==> config.mk <==
export PLATFORM = sky130hd
export DESIGN_NAME = posting_list_gap_encoder_unit
export DESIGN_NICKNAME = d
export VERILOG_FILES = /design/src/pge_pkg.sv /design/src/posting_list_gap_encoder_unit.sv /design/src/pge_cfg.sv /design/src/pge_coder.sv
export SDC_FILE = /design/constraint.sdc
export NUM_CORES = 2
export LEC_CHECK = 0
export BUFFER_PORTS_ARGS = -buffer_cell sky130_fd_sc_hd__buf_2
export CAP_MARGIN = 20
export CORE_AREA = 3 3 375 340
export DETAILED_ROUTE_END_ITERATION = 16
export DIE_AREA = 0 0 378 343
export GPL_ROUTABILITY_DRIVEN = 1
export PLACE_DENSITY_LB_ADDON = 0.15
export SETUP_SLACK_MARGIN = 0.4
export SLEW_MARGIN = 30
export SYNTH_ARGS = -nofsm -noshare
export SYNTH_HDL_FRONTEND = slang
export SYNTH_SLANG_ARGS = --single-unit
==> constraint.sdc <==
create_clock -name clk -period 15.4 [get_ports clk]
set_input_delay 0.77 -clock clk [delete_from_list [all_inputs] [get_ports clk]]
set_output_delay 0.77 -clock clk [all_outputs]
set_load 0.1 [all_outputs]
==> src/pge_pkg.sv <==
package pge_pkg;

    localparam int WORD_BITS   = 32;
    localparam int CODE_BITS   = 64;
    localparam int QFIELD_BITS = 16;
    localparam int LEN_W       = 6;
    localparam int ADDR_BITS   = 5;

    localparam logic [3:0]  LEN_ESCAPE = 4'd15;
    localparam logic [30:0] ESCAPE_GAP = 31'h0000_8000;
    localparam int          TOP_BIT_LIMIT = 30;

    // Register indexes (byte address / 4)
    localparam logic [2:0] REG_COMP_TYPE  = 3'd0;
    localparam logic [2:0] REG_MAX_WORD   = 3'd1;
    localparam logic [2:0] REG_MIN_WORD   = 3'd2;
    localparam logic [2:0] REG_MIN_FIXED  = 3'd3;
    localparam logic [2:0] REG_SCALE      = 3'd4;

    typedef enum logic [1:0] {
        KIND_FIRST,
        KIND_GAP,
        KIND_ERROR
    } kind_t;

    typedef struct packed {
        logic        comp_type;
        logic [31:0] max_weight_word;
        logic [31:0] min_weight_word;
        logic [31:0] min_weight_fixed;
        logic [31:0] weight_scale;
    } cfg_t;

    // One coded item, its new bits left-aligned in bits.
    typedef struct packed {
        kind_t                  kind;
        logic                   last;
        logic [WORD_BITS-1:0]   hdr;
        logic [LEN_W-1:0]       len;
        logic [CODE_BITS-1:0]   bits;
    } code_t;

endpackage

==> src/posting_list_gap_encoder_unit.sv <==
// Channel     | Direction | Transfer carries
// ------------+-----------+---------------------------------------------------
// s_axis      | in        | tdata: doc_id[30:0], weight[62:31]; tlast: last_item
// m_axis      | out       | tdata: out_word; tlast: end_of_list; tuser: error
// APB         | in/out    | comp_type, max/min weight words, min weight, scale
//
// Three register stages (offset, product and list control, code build) feed an
// output group register, from which the first word of an item is presented.
// An item that completes words holds the group until its last word leaves, and
// one that completes none is taken without loading it, so the packer sets the rate.
// Reset clears the pipeline, pending word and list state; a stall on either
// side backs up through the stage valid bits and nothing is lost.
module posting_list_gap_encoder_unit
    import pge_pkg::*;
#(
    parameter int WEIGHT_BITS = 5
)
(
    input  logic                 clk,
    input  logic                 rst_n,
    input  logic                 s_axis_tvalid,
    output logic                 s_axis_tready,
    input  logic [63:0]          s_axis_tdata,  // doc_id[30:0], weight[62:31], zero
    input  logic                 s_axis_tlast,
    output logic                 m_axis_tvalid,
    input  logic                 m_axis_tready,
    output logic [31:0]          m_axis_tdata,  // out_word[31:0]
    output logic                 m_axis_tlast,
    output logic                 m_axis_tuser,  // error[0]
    input  logic                 psel,
    input  logic                 penable,
    input  logic                 pwrite,
    input  logic [ADDR_BITS-1:0] paddr,
    input  logic [31:0]          pwdata,
    output logic [31:0]          prdata,
    output logic                 pready
);

    cfg_t        cfg;
    logic        code_valid;
    logic        code_ready;
    code_t       code;

    logic [4:0]  used_reg;
    logic [4:0]  used_next;
    logic [31:0] pend_reg;
    logic [31:0] pend_next;

    logic [31:0] grp_word_reg [0:3];
    logic [31:0] ld_word      [0:3];
    logic [2:0]  grp_rem_reg;
    logic [2:0]  grp_rem_next;
    logic [1:0]  grp_idx_reg;
    logic [1:0]  grp_idx_next;
    logic        grp_eol_reg;
    logic        grp_err_reg;
    logic [2:0]  ld_cnt;
    logic        ld_eol;
    logic        ld_err;
    logic        load;

    logic        take;
    logic        m_xfer;
    logic [4:0]  base_used;
    logic [31:0] base_pend;
    logic [127:0] acc;
    logic [6:0]  total;
    logic [1:0]  nw;
    logic [4:0]  rem;
    logic        pad;
    logic [31:0] pad_mask;
    logic [31:0] wd [0:2];
    logic [31:0] tail_word;

    pge_cfg u_cfg (
        .clk     (clk),
        .rst_n   (rst_n),
        .psel    (psel),
        .penable (penable),
        .pwrite  (pwrite),
        .paddr   (paddr),
        .pwdata  (pwdata),
        .prdata  (prdata),
        .pready  (pready),
        .cfg     (cfg)
    );

    pge_coder #(
        .WEIGHT_BITS (WEIGHT_BITS)
    ) u_coder (
        .clk        (clk),
        .rst_n      (rst_n),
        .cfg        (cfg),
        .in_valid   (s_axis_tvalid),
        .in_ready   (s_axis_tready),
        .in_doc     (s_axis_tdata[30:0]),
        .in_weight  (s_axis_tdata[62:31]),
        .in_last    (s_axis_tlast),
        .code_valid (code_valid),
        .code_ready (code_ready),
        .code       (code)
    );

    // The next code is taken at the edge where the last word of the group leaves.
    assign code_ready = (grp_rem_reg == 3'd0) || ((grp_rem_reg == 3'd1) && m_axis_tready);
    assign take       = code_valid && code_ready;
    assign m_xfer     = m_axis_tvalid && m_axis_tready;

    assign m_axis_tvalid = (grp_rem_reg != 3'd0);
    assign m_axis_tdata  = grp_word_reg[grp_idx_reg];
    assign m_axis_tlast  = grp_eol_reg && (grp_rem_reg == 3'd1);
    assign m_axis_tuser  = grp_err_reg;

    // The new bits are placed straight after the bits already pending.
    assign base_used = (code.kind == KIND_FIRST) ? 5'd0 : used_reg;
    assign base_pend = (code.kind == KIND_FIRST) ? 32'd0 : pend_reg;
    assign acc       = {base_pend, 96'd0} | ({code.bits, 64'd0} >> base_used);
    assign total     = 7'(base_used) + 7'(code.len);
    assign nw        = total[6:5];
    assign rem       = total[4:0];
    assign pad       = code.last && (rem != 5'd0);
    assign pad_mask  = 32'hFFFF_FFFF >> rem;

    always_comb
    begin
        for (int i = 0; i < 3; i++)
        begin
            wd[i] = acc[127 - 32*i -: 32];
            if (pad && (nw == 2'(i)))
            begin
                wd[i] = wd[i] | pad_mask;
            end
        end
    end

    always_comb
    begin
        unique case (nw)
            2'd0:    tail_word = acc[127:96];
            2'd1:    tail_word = acc[95:64];
            default: tail_word = acc[63:32];
        endcase
    end

    always_comb
    begin
        ld_word[0] = wd[0];
        ld_word[1] = wd[1];
        ld_word[2] = wd[2];
        ld_word[3] = wd[2];
        ld_cnt     = 3'(nw) + 3'(pad);
        ld_eol     = code.last;
        ld_err     = 1'b0;
        unique case (code.kind)
            KIND_FIRST:
            begin
                ld_word[0] = code.hdr;
                ld_word[1] = cfg.max_weight_word;
                ld_word[2] = cfg.min_weight_word;
                ld_word[3] = wd[0];
                ld_cnt     = 3'd3 + 3'(pad);
            end
            KIND_ERROR:
            begin
                ld_word[0] = 32'd0;
                ld_cnt     = 3'd1;
                ld_eol     = 1'b1;
                ld_err     = 1'b1;
            end
            default:
            begin
                ld_cnt = 3'(nw) + 3'(pad);
            end
        endcase
    end

    assign load = take && (ld_cnt != 3'd0);

    always_comb
    begin
        used_next    = used_reg;
        pend_next    = pend_reg;
        grp_rem_next = grp_rem_reg;
        grp_idx_next = grp_idx_reg;
        if (take)
        begin
            if ((code.kind == KIND_ERROR) || code.last)
            begin
                used_next = 5'd0;
                pend_next = 32'd0;
            end
            else
            begin
                used_next = rem;
                pend_next = tail_word;
            end
        end
        if (load)
        begin
            grp_rem_next = ld_cnt;
            grp_idx_next = 2'd0;
        end
        else if (m_xfer)
        begin
            grp_rem_next = grp_rem_reg - 3'd1;
            grp_idx_next = grp_idx_reg + 2'd1;
        end
    end

    always_ff @(posedge clk or negedge rst_n)
    begin
        if (!rst_n)
        begin
            used_reg    <= 5'd0;
            pend_reg    <= 32'd0;
            grp_rem_reg <= 3'd0;
            grp_idx_reg <= 2'd0;
        end
        else
        begin
            used_reg    <= used_next;
            pend_reg    <= pend_next;
            grp_rem_reg <= grp_rem_next;
            grp_idx_reg <= grp_idx_next;
        end
    end

    always_ff @(posedge clk)
    begin
        if (load)
        begin
            for (int i = 0; i < 4; i++)
            begin
                grp_word_reg[i] <= ld_word[i];
            end
            grp_eol_reg <= ld_eol;
            grp_err_reg <= ld_err;
        end
    end

    a_error_ends_list: assert property (@(posedge clk) disable iff (!rst_n)
        m_axis_tvalid && m_axis_tuser |-> m_axis_tlast && (m_axis_tdata == 32'd0))
        else $error("error transfer without end of list or with a non-zero word");

    a_last_empties_pending: assert property (@(posedge clk) disable iff (!rst_n)
        take && code.last |=> (used_reg == 5'd0) && (pend_reg == 32'd0))
        else $error("pending word not cleared after the last item");

    a_group_bounds: assert property (@(posedge clk) disable iff (!rst_n)
        m_axis_tvalid |-> ({2'd0, grp_idx_reg} + {1'b0, grp_rem_reg}) <= 4'd4)
        else $error("output group index runs past its four words");

endmodule

==> src/pge_cfg.sv <==
module pge_cfg
    import pge_pkg::*;
(
    input  logic                 clk,
    input  logic                 rst_n,
    input  logic                 psel,
    input  logic                 penable,
    input  logic                 pwrite,
    input  logic [ADDR_BITS-1:0] paddr,
    input  logic [31:0]          pwdata,
    output logic [31:0]          prdata,
    output logic                 pready,
    output cfg_t                 cfg
);

    cfg_t       cfg_reg;
    cfg_t       cfg_next;
    logic [2:0] reg_idx;
    logic       wr_en;

    assign pready  = 1'b1;
    assign reg_idx = paddr[ADDR_BITS-1:2];
    assign wr_en   = psel && penable && pwrite;
    assign cfg     = cfg_reg;

    always_comb
    begin
        cfg_next = cfg_reg;
        if (wr_en)
        begin
            unique case (reg_idx)
                REG_COMP_TYPE: cfg_next.comp_type        = pwdata[0];
                REG_MAX_WORD:  cfg_next.max_weight_word  = pwdata;
                REG_MIN_WORD:  cfg_next.min_weight_word  = pwdata;
                REG_MIN_FIXED: cfg_next.min_weight_fixed = pwdata;
                REG_SCALE:     cfg_next.weight_scale     = pwdata;
                default:       cfg_next = cfg_reg;
            endcase
        end
    end

    always_comb
    begin
        unique case (reg_idx)
            REG_COMP_TYPE: prdata = {31'd0, cfg_reg.comp_type};
            REG_MAX_WORD:  prdata = cfg_reg.max_weight_word;
            REG_MIN_WORD:  prdata = cfg_reg.min_weight_word;
            REG_MIN_FIXED: prdata = cfg_reg.min_weight_fixed;
            REG_SCALE:     prdata = cfg_reg.weight_scale;
            default:       prdata = 32'd0;
        endcase
    end

    always_ff @(posedge clk or negedge rst_n)
    begin
        if (!rst_n)
        begin
            cfg_reg <= '0;
        end
        else
        begin
            cfg_reg <= cfg_next;
        end
    end

endmodule

==> src/pge_coder.sv <==
module pge_coder
    import pge_pkg::*;
#(
    parameter int WEIGHT_BITS = 5
)
(
    input  logic        clk,
    input  logic        rst_n,
    input  cfg_t        cfg,
    input  logic        in_valid,
    output logic        in_ready,
    input  logic [30:0] in_doc,
    input  logic [31:0] in_weight,
    input  logic        in_last,
    output logic        code_valid,
    input  logic        code_ready,
    output code_t       code
);

    localparam logic [31:0] QMAX = 32'((64'd1 << WEIGHT_BITS) - 64'd1);
    localparam int          QPAD = QFIELD_BITS - WEIGHT_BITS;

    // Stage 1: input register with weight offset
    logic        v1_reg;
    logic        v1_next;
    logic [30:0] doc1_reg;
    logic        last1_reg;
    logic [31:0] wd1_reg;
    logic        below1_reg;
    logic [32:0] wdiff;

    // Stage 2: list control, gap and product
    logic        v2_reg;
    logic        v2_next;
    kind_t       kind2_reg;
    kind_t       kind2;
    logic        keep2;
    logic        last2_reg;
    logic [30:0] doc2_reg;
    logic [30:0] d2_reg;
    logic [4:0]  k2_reg;
    logic [31:0] prod_hi2_reg;
    logic        below2_reg;
    logic [30:0] prev_doc_reg;
    logic [30:0] prev_doc_next;
    logic        in_list_reg;
    logic        in_list_next;
    logic        discard_reg;
    logic        discard_next;
    logic [30:0] gap;
    logic [4:0]  top_k;
    logic [63:0] prod;

    // Stage 3: code word
    logic        v3_reg;
    logic        v3_next;
    code_t       code_reg;
    code_t       code3;
    logic [WEIGHT_BITS-1:0] q;
    logic [QFIELD_BITS-1:0] q_al;
    logic        esc;
    logic [4:0]  k_esc;
    logic [3:0]  len_bits;
    logic [7:0]  len_al;
    logic [4:0]  dsh;
    logic [30:0] dl_al;

    logic        ready1;
    logic        ready2;
    logic        ready3;
    logic        adv12;
    logic        adv23;
    logic        acc1;

    assign ready3   = !v3_reg || code_ready;
    assign adv23    = v2_reg && ready3;
    assign ready2   = !v2_reg || ready3;
    assign adv12    = v1_reg && ready2;
    assign ready1   = !v1_reg || ready2;
    assign in_ready = ready1;
    assign acc1     = in_valid && ready1;

    assign code_valid = v3_reg;
    assign code       = code_reg;

    assign wdiff = {1'b0, in_weight} - {1'b0, cfg.min_weight_fixed};

    // ---------------- stage 2 logic
    assign gap  = doc1_reg - prev_doc_reg;
    assign prod = 64'(wd1_reg) * 64'(cfg.weight_scale);

    always_comb
    begin
        top_k = 5'd0;
        for (int i = 1; i <= TOP_BIT_LIMIT; i++)
        begin
            if (gap[i])
            begin
                top_k = 5'(i);
            end
        end
    end

    always_comb
    begin
        prev_doc_next = prev_doc_reg;
        in_list_next  = in_list_reg;
        discard_next  = discard_reg;
        kind2         = KIND_GAP;
        keep2         = 1'b0;
        if (adv12)
        begin
            priority if (discard_reg)
            begin
                // Items after a failed id are dropped up to the end of the list.
                if (last1_reg)
                begin
                    discard_next = 1'b0;
                end
            end
            else if (!in_list_reg)
            begin
                kind2         = KIND_FIRST;
                keep2         = 1'b1;
                prev_doc_next = doc1_reg;
                in_list_next  = !last1_reg;
            end
            else if (doc1_reg <= prev_doc_reg)
            begin
                kind2        = KIND_ERROR;
                keep2        = 1'b1;
                in_list_next = 1'b0;
                discard_next = !last1_reg;
            end
            else
            begin
                kind2         = KIND_GAP;
                keep2         = 1'b1;
                prev_doc_next = doc1_reg;
                in_list_next  = !last1_reg;
            end
        end
    end

    // ---------------- stage 3 logic
    always_comb
    begin
        if (below2_reg)
        begin
            q = '0;
        end
        else if (prod_hi2_reg > QMAX)
        begin
            q = QMAX[WEIGHT_BITS-1:0];
        end
        else
        begin
            q = prod_hi2_reg[WEIGHT_BITS-1:0];
        end
    end

    assign q_al  = QFIELD_BITS'(q) << QPAD;
    assign esc   = (cfg.comp_type == 1'b0) && (d2_reg >= ESCAPE_GAP);
    assign k_esc = k2_reg - 5'(LEN_ESCAPE);
    // Shifting the gap up by (31 - k) drops its top bit and left-aligns the rest.
    assign dsh   = 5'd31 - k2_reg;
    assign dl_al = d2_reg << dsh;

    always_comb
    begin
        priority if (cfg.comp_type)
        begin
            len_bits = 4'd5;
            len_al   = {k2_reg, 3'd0};
        end
        else if (esc)
        begin
            len_bits = 4'd8;
            len_al   = {LEN_ESCAPE, k_esc[3:0]};
        end
        else
        begin
            len_bits = 4'd4;
            len_al   = {k2_reg[3:0], 4'd0};
        end
    end

    always_comb
    begin
        code3.kind = kind2_reg;
        code3.last = last2_reg;
        code3.hdr  = 32'd0 - {1'b0, doc2_reg};
        if (kind2_reg == KIND_FIRST)
        begin
            code3.len  = LEN_W'(WEIGHT_BITS + 2);
            code3.bits = {q_al, 48'd0}
                       | ({1'b0, cfg.comp_type, 62'd0} >> WEIGHT_BITS);
        end
        else
        begin
            code3.len  = LEN_W'(len_bits) + LEN_W'(k2_reg) + LEN_W'(WEIGHT_BITS);
            code3.bits = {len_al, 56'd0}
                       | ({dl_al, 33'd0} >> len_bits)
                       | ({q_al, 48'd0} >> (LEN_W'(len_bits) + LEN_W'(k2_reg)));
        end
    end

    // ---------------- control registers
    always_comb
    begin
        v1_next = acc1 ? 1'b1 : (adv12 ? 1'b0 : v1_reg);
        v2_next = adv12 ? keep2 : (adv23 ? 1'b0 : v2_reg);
        v3_next = adv23 ? 1'b1 : ((v3_reg && code_ready) ? 1'b0 : v3_reg);
    end

    always_ff @(posedge clk or negedge rst_n)
    begin
        if (!rst_n)
        begin
            v1_reg       <= 1'b0;
            v2_reg       <= 1'b0;
            v3_reg       <= 1'b0;
            prev_doc_reg <= '0;
            in_list_reg  <= 1'b0;
            discard_reg  <= 1'b0;
        end
        else
        begin
            v1_reg       <= v1_next;
            v2_reg       <= v2_next;
            v3_reg       <= v3_next;
            prev_doc_reg <= prev_doc_next;
            in_list_reg  <= in_list_next;
            discard_reg  <= discard_next;
        end
    end

    // ---------------- payload registers
    always_ff @(posedge clk)
    begin
        if (acc1)
        begin
            doc1_reg   <= in_doc;
            last1_reg  <= in_last;
            wd1_reg    <= wdiff[31:0];
            below1_reg <= wdiff[32];
        end
        if (adv12)
        begin
            kind2_reg    <= kind2;
            last2_reg    <= last1_reg;
            doc2_reg     <= doc1_reg;
            d2_reg       <= gap;
            k2_reg       <= top_k;
            prod_hi2_reg <= prod[63:32];
            below2_reg   <= below1_reg;
        end
        if (adv23)
        begin
            code_reg <= code3;
        end
    end

    a_discard_outside_list: assert property (@(posedge clk) disable iff (!rst_n)
        discard_reg |-> !in_list_reg)
        else $error("discarding while a list is open");

endmodule
Word-level counts from Yosys, hierarchy flattened
Memories as Yosys holds them, arrays and structs flattened.
Cells that the tools add are included.
- register bits after elaboration: 482
- RAM bits: 128
- bits of input ports: 109
- output and inout bits: 69
- memories: 1
- add/sub/neg operators: 12
- multiply operators: 1
- $lt $le $gt $ge: 3
- equality and inequality tests: 9
- shifts and indexed selects: 5
- mux-type cells: 72
- bitwise gates (word level): 10
- reduce and logical (&&, ||, !) cells: 47
- memory list (memory ; depth ; width ; rd ports ; clocked after memory_dff ; write ports ; RTL line ; source):
    grp_word_reg ; 4 ; 32 ; 1 ; 0 ; 4 ; posting_list_gap_encoder_unit.sv:49 ; logic [31:0] grp_word_reg [0:3];
- operators by type and width (operator ; number):
    $mux 32 ; 5
    $pmux 32 s5 ; 1
    $or 128x128->128 ; 1
    $or 64x64->64 ; 2
    $pmux 32 s2 ; 2
    $shr 128x5->128 ; 1
    $mux 96 ; 1
    $or 32x32->32 ; 3
    $mux 5 ; 18
    $mul 32x32->64 ; 1
    $mux 64 ; 1
    $or 64x58->64 ; 1
    $shr 64x4->64 ; 1
    $shr 64x6->64 ; 1
    $mux 31 ; 2
    $mux 4 ; 10
    $sub 32x32->33 ; 1
    $gt 32x5->1 const B ; 1
    $shr 32x5->32 const A ; 1
    $sub 1x31->32 const A ; 1
    $ge 31x16->1 const B ; 1
    $le 31x31->1 ; 1
    $shl 31x5->31 ; 1
    $sub 31x31->31 ; 1
    other kinds (35) ; 100

Logic depth before layout (Yosys ltp)
- depth in word-level cells: 30
- mapped depth: 28

Hierarchy
From an unflattened synthesis, not the netlist that was laid out.
- cell total of the unflattened synthesis: 7360
- area total of the unflattened synthesis: 70807.9 µm²
- modules (own cells, without submodules) (module ; times used ; cells each ; area each (µm²) ; sequential area each (µm²)):
    pge_coder ; 1 ; 5111 ; 49658.9 ; 9098.7
    posting_list_gap_encoder_unit ; 1 ; 1852 ; 15449.8 ; 4954.8
    pge_cfg ; 1 ; 397 ; 5699.2 ; 3228.1

Worst setup path after synthesis
Ideal clock, no wire load.
- kind: flip-flop to flip-flop
- from: register u_coder.code_reg (netlist bit u_coder.code[103])
- to: register grp_eol_reg (enable)
- library setup time: 0.676 ns
- arrival time: 10.159 ns
- data required time: 14.724 ns
- setup slack: 4.565 ns
- cell stages (with the launch flop): 19
- buffers on the path: 4
- clock period less this slack: 10.835 ns
- cell sequence: edfxtp_1 clkbuf_1 or2_2 clkbuf_1 nand2_1 buf_1 inv_1 clkbuf_1 ha_1 inv_1 o21bai_1 xnor2_1 nand2_1 o21ai_0 inv_1 ha_1 ha_1 nor2_1 a21oi_1
- word-level cells in the longest chain between the ends: 9
- elaborated cells on any way between the ends: 11
- classes of those cells: add/sub: 3; eq/ne: 1; mux: 2; reduce/logical: 5
- RTL lines (element ; RTL line ; source):
    start, declared ; pge_coder.sv:57 ; code_t code_reg;
    start signal, assigned ; pge_coder.sv:260 ; code_reg <= code3;
    $logic_not 2->1 ; posting_list_gap_encoder_unit.sv:115, posting_list_gap_encoder_unit.sv:154 ;
    $mux 5 ; posting_list_gap_encoder_unit.sv:115 ; assign base_used = (code.kind == KIND_FIRST) ? 5'd0 : used_reg;
    $add 5x6->7 ; posting_list_gap_encoder_unit.sv:118 ; assign total = 7'(base_used) + 7'(code.len);
    $reduce_bool 5->1 ; posting_list_gap_encoder_unit.sv:121 ; assign pad = code.last && (rem != 5'd0);
    $logic_and 1x1->1 ; posting_list_gap_encoder_unit.sv:121 ;
    $add 2x1->3 (on tied branches) ; posting_list_gap_encoder_unit.sv:172, posting_list_gap_encoder_unit.sv:161 ;
    $pmux 3 s2 * ; posting_list_gap_encoder_unit.sv:154 ; unique case (code.kind)
    $reduce_bool 3->1 * ; posting_list_gap_encoder_unit.sv:177 ; assign load = take && (ld_cnt != 3'd0);
    $logic_and 1x1->1 * ; posting_list_gap_encoder_unit.sv:177 ;
    named net load ; posting_list_gap_encoder_unit.sv:60 ; logic load;
    end signal, assigned ; posting_list_gap_encoder_unit.sv:236 ; grp_eol_reg <= ld_eol;
    end, declared ; posting_list_gap_encoder_unit.sv:55 ; logic grp_eol_reg;
The timed path passes the listed nets; every way through them passes the cells marked *.
A chain may end at the register's enable or synchronous reset.

Worst setup path in the final report
- from: register u_coder.wd1_reg[10]
- to: register u_coder.prod_hi2_reg[30], data pin
- word-level cells in the longest chain between the ends: 1
- RTL lines (element ; RTL line ; source):
    start, declared ; pge_coder.sv:28 ; logic [31:0] wd1_reg;
    start signal, assigned ; pge_coder.sv:245 ; wd1_reg <= wdiff[31:0];
    $mul 32x32->64 ; pge_coder.sv:90 ; assign prod = 64'(wd1_reg) * 64'(cfg.weight_scale);
    named net u_coder.prod[62] ; pge_coder.sv:52 ; logic [63:0] prod;
    end signal, assigned ; pge_coder.sv:255 ; prod_hi2_reg <= prod[63:32];
    end, declared ; pge_coder.sv:42 ; logic [31:0] prod_hi2_reg;
The timed path passes the listed nets, and every way through them passes these cells.

==> flow_metrics.tcl <==
set metrics [dict create \
    netlist_area_um2 67800 \
    r2r-end "u_coder.prod_hi2_reg[30]" \
    post_cts_resize_count 0 \
    final_antenna_net_count 0 \
    ys_top_cells_by_count "983 x inv_1, 898 x fa_1, 857 x nand2_1" \
    crit_required_ps 15830 \
    setup_violations 0 \
    coreArea_um2 124000 \
    post-route-min-period_ps 9600 \
    critPathMaxFanout 21 \
    worstSetupEndpoint "u_coder.prod_hi2_reg[30]" \
    slowest_delay_ps 830 \
    reg2reg_slack_ps 5800 \
    grt_max_degree 114 \
    globalplace.congestion 1.02 \
    antenna_found_initial 22 \
    critPathCaptureType "flip-flop" \
    yosysTopAreaCell "fa_1" \
    yosysWarnings 0 \
    synth_cell_types 90 \
    timing.final.crit_share 0.623 \
    clkTransAtPathRegs_ps 70 \
    placed_cell_area_um2 70400 \
    clk_path_buf_depth 3 \
    routed_via_density 6.03 \
    synth-edff-count 403 \
    clk-insertion-delay-late_ps 670 \
    dp_hpwl_mm 158 \
    dp_cells 8403 \
    hold_class "input port to async pin" \
    synth_top_area_share 0.265 \
    syn_area_per_cell_um2 9.86 \
    drc 0 \
    cts_tree "built" \
    fin_cells 8532 \
    ys.flop_type "edfxtp_1" \
    yosysMostFrequentCell "inv_1" \
    initial_core_util 0.546 \
    fill_cells 10814 \
    multi_input_area_um2 45500 \
    start_kind "flip-flop" \
    synth.ff_latch_count 610 \
    worst_clock_skew_ps 49.0 \
    port_buffers 173 \
    slew_viol_final 0 \
    grtUsageTotal 0.336 \
    cp_slowest_cell "edfxtp_1" \
    rsz0062_at_grt "no" \
    vias 51423 \
    cts_buffers 66 \
    rows 123 \
    status "complete, no violations" \
    fin_setup_tns_ps 0 \
    fp.dieW_um 378 \
    syn_inst 6883 \
    drive_gt1_frac 0.0950 \
    crit_type "flip-flop to flip-flop" \
    nNetsFinal 8196 \
    grt_pass1_vias 51618 \
    final_hold_viol_count 0 \
    io_pins 178 \
    wl_mm 215 \
    regArea_um2 17300 \
    htreeDepth 3 \
    r2r_start "u_coder.wd1_reg[10]" \
    tightest_slew_ps 1090 \
    grt-ovfl-total 0 \
    grt_pass1_wl_mm 325 \
    cp_common_cell "fa_1" \
    die_h_um 343 \
    initialDrtViolationCount 5233 \
    max_cap_violations 0 \
    arrival_ps 10020 \
    cp_cell_sequence "buf_4 > and2_1 > fa_1 > fa_1 > inv_1 > fa_1 > fa_1 > inv_1 > fa_1 > fa_1 > fa_1 > fa_1 > ha_1 > nand3_1 > or3_1 > a2111oi_2 > o2111ai_1 > a2111oi_1 > nor3_1 > or3b_1 > nand2b_1 > a21oi_1 > xnor2_1" \
    clkSinkCount 610 \
    cts_hold_buf 0 \
    cts_setup_buffers 0 \
    synth_area_leaders "fa_1 26%, edfxtp_1 18%, dfrtp_1 7.6%" \
    yosysSeqAreaShare 0.255 \
    worst_r2r_path_depth 23 \
    clock-root-buffer "clkbuf_16" \
    fin_area_um2 72700 \
    cp-startpoint "u_coder.wd1_reg[10]" \
    area_growth_pct 7.15 \
    firstDrtPassIters 6 \
    max_freq_mhz 104 \
    largest_reg_flops 129 \
    maxSlewHeadroom 0.274 \
    die_area_um2 130000 \
    wire_per_inst_um 25.2 \
    async_flop_share 0.339 \
]
[metrics by stage]
stage | hold slack [ps] | util | setup WS [ps]
3_5_place_dp | 425 | 0.566 | 5730
4_1_cts | 148 | 0.584 | 5750
5_1_grt | 149 | 0.585 | 5500
2_1_floorplan | 400 | - | 4560
6_report | 125 | 0.585 | 5800
3_3_place_gp | 408 | 0.565 | 5840
[area by class of cell]
type	instances	share of cell area
repair buffers	290	0.0257
diodes	9	0.000310
clock inverters	34	0.00556
well taps	1625	0.0280
clock buffers	85	0.0256
flip-flops and latches	610	0.238
inverters	986	0.0509
multi-input cells	4893	0.626
[cells by family after synthesis]
family	Yosys count	share of synthesized area
buffers and inverters	1383	0.0775
other	2	0.000111
XOR/XNOR	127	0.0164
adder cells (fa/ha/maj)	1240	0.328
flip-flops	610	0.255
multiplexers	467	0.0816
AO/OA/AOI/OAI	972	0.0941
AND/OR/NAND/NOR	2082	0.148
[how the worst min path moves through the flow]
| stage | from | to | slack (ps) |
|---|---|---|---|
| floorplan | u_coder.below1_reg | u_coder.below2_reg | 400 |
| global placement | u_coder.below1_reg | u_coder.below2_reg | 410 |
| detailed placement | u_coder.below1_reg | u_coder.below2_reg | 430 |
| CTS | rst_n | pend_reg[20] | 150 |
| global route | rst_n | pend_reg[20] | 150 |
| finish | rst_n | pend_reg[16] | 120 |
[worst max-delay path, delay by kind of cell (launching register included)]
| family | cells | cell delay, ps |
|---|---|---|
| XOR/XNOR | 1 | 120 |
| buffers and inverters | 3 | 540 |
| flip-flops | 1 | 830 |
| AND/OR/NAND/NOR | 6 | 1480 |
| adder cells (fa/ha/maj) | 9 | 4240 |
| AO/OA/AOI/OAI | 4 | 2140 |
[cell usage in the layout, fill, tap and decap left out, drive strengths merged, types with 42 or more instances in the layout]
cell	instances
mux4	45
a21oi	205
nor3	66
a31oi	55
nor2	307
mux2i	274
mux2	148
a21o	81
dfrtp	207
fa	898
buf	290
a22oi	87
o21ai	228
a211oi	42
clkbuf	85
inv	984
nand3	66
edfxtp	403
ha	342
xnor2	87
nand2	857
and2	624
[routing by layer]
metal,up-vias,global-route usage,wire [µm]
met3,394,0.0794,23300
met1,26074,0.496,92500
met5,-,0,66
li1,22455,-,-
met2,2490,0.486,91100
met4,10,0.114,7910
Power is not shown: default switching activity piles up to over one toggle a cycle in this logic, so the estimate is an artifact.
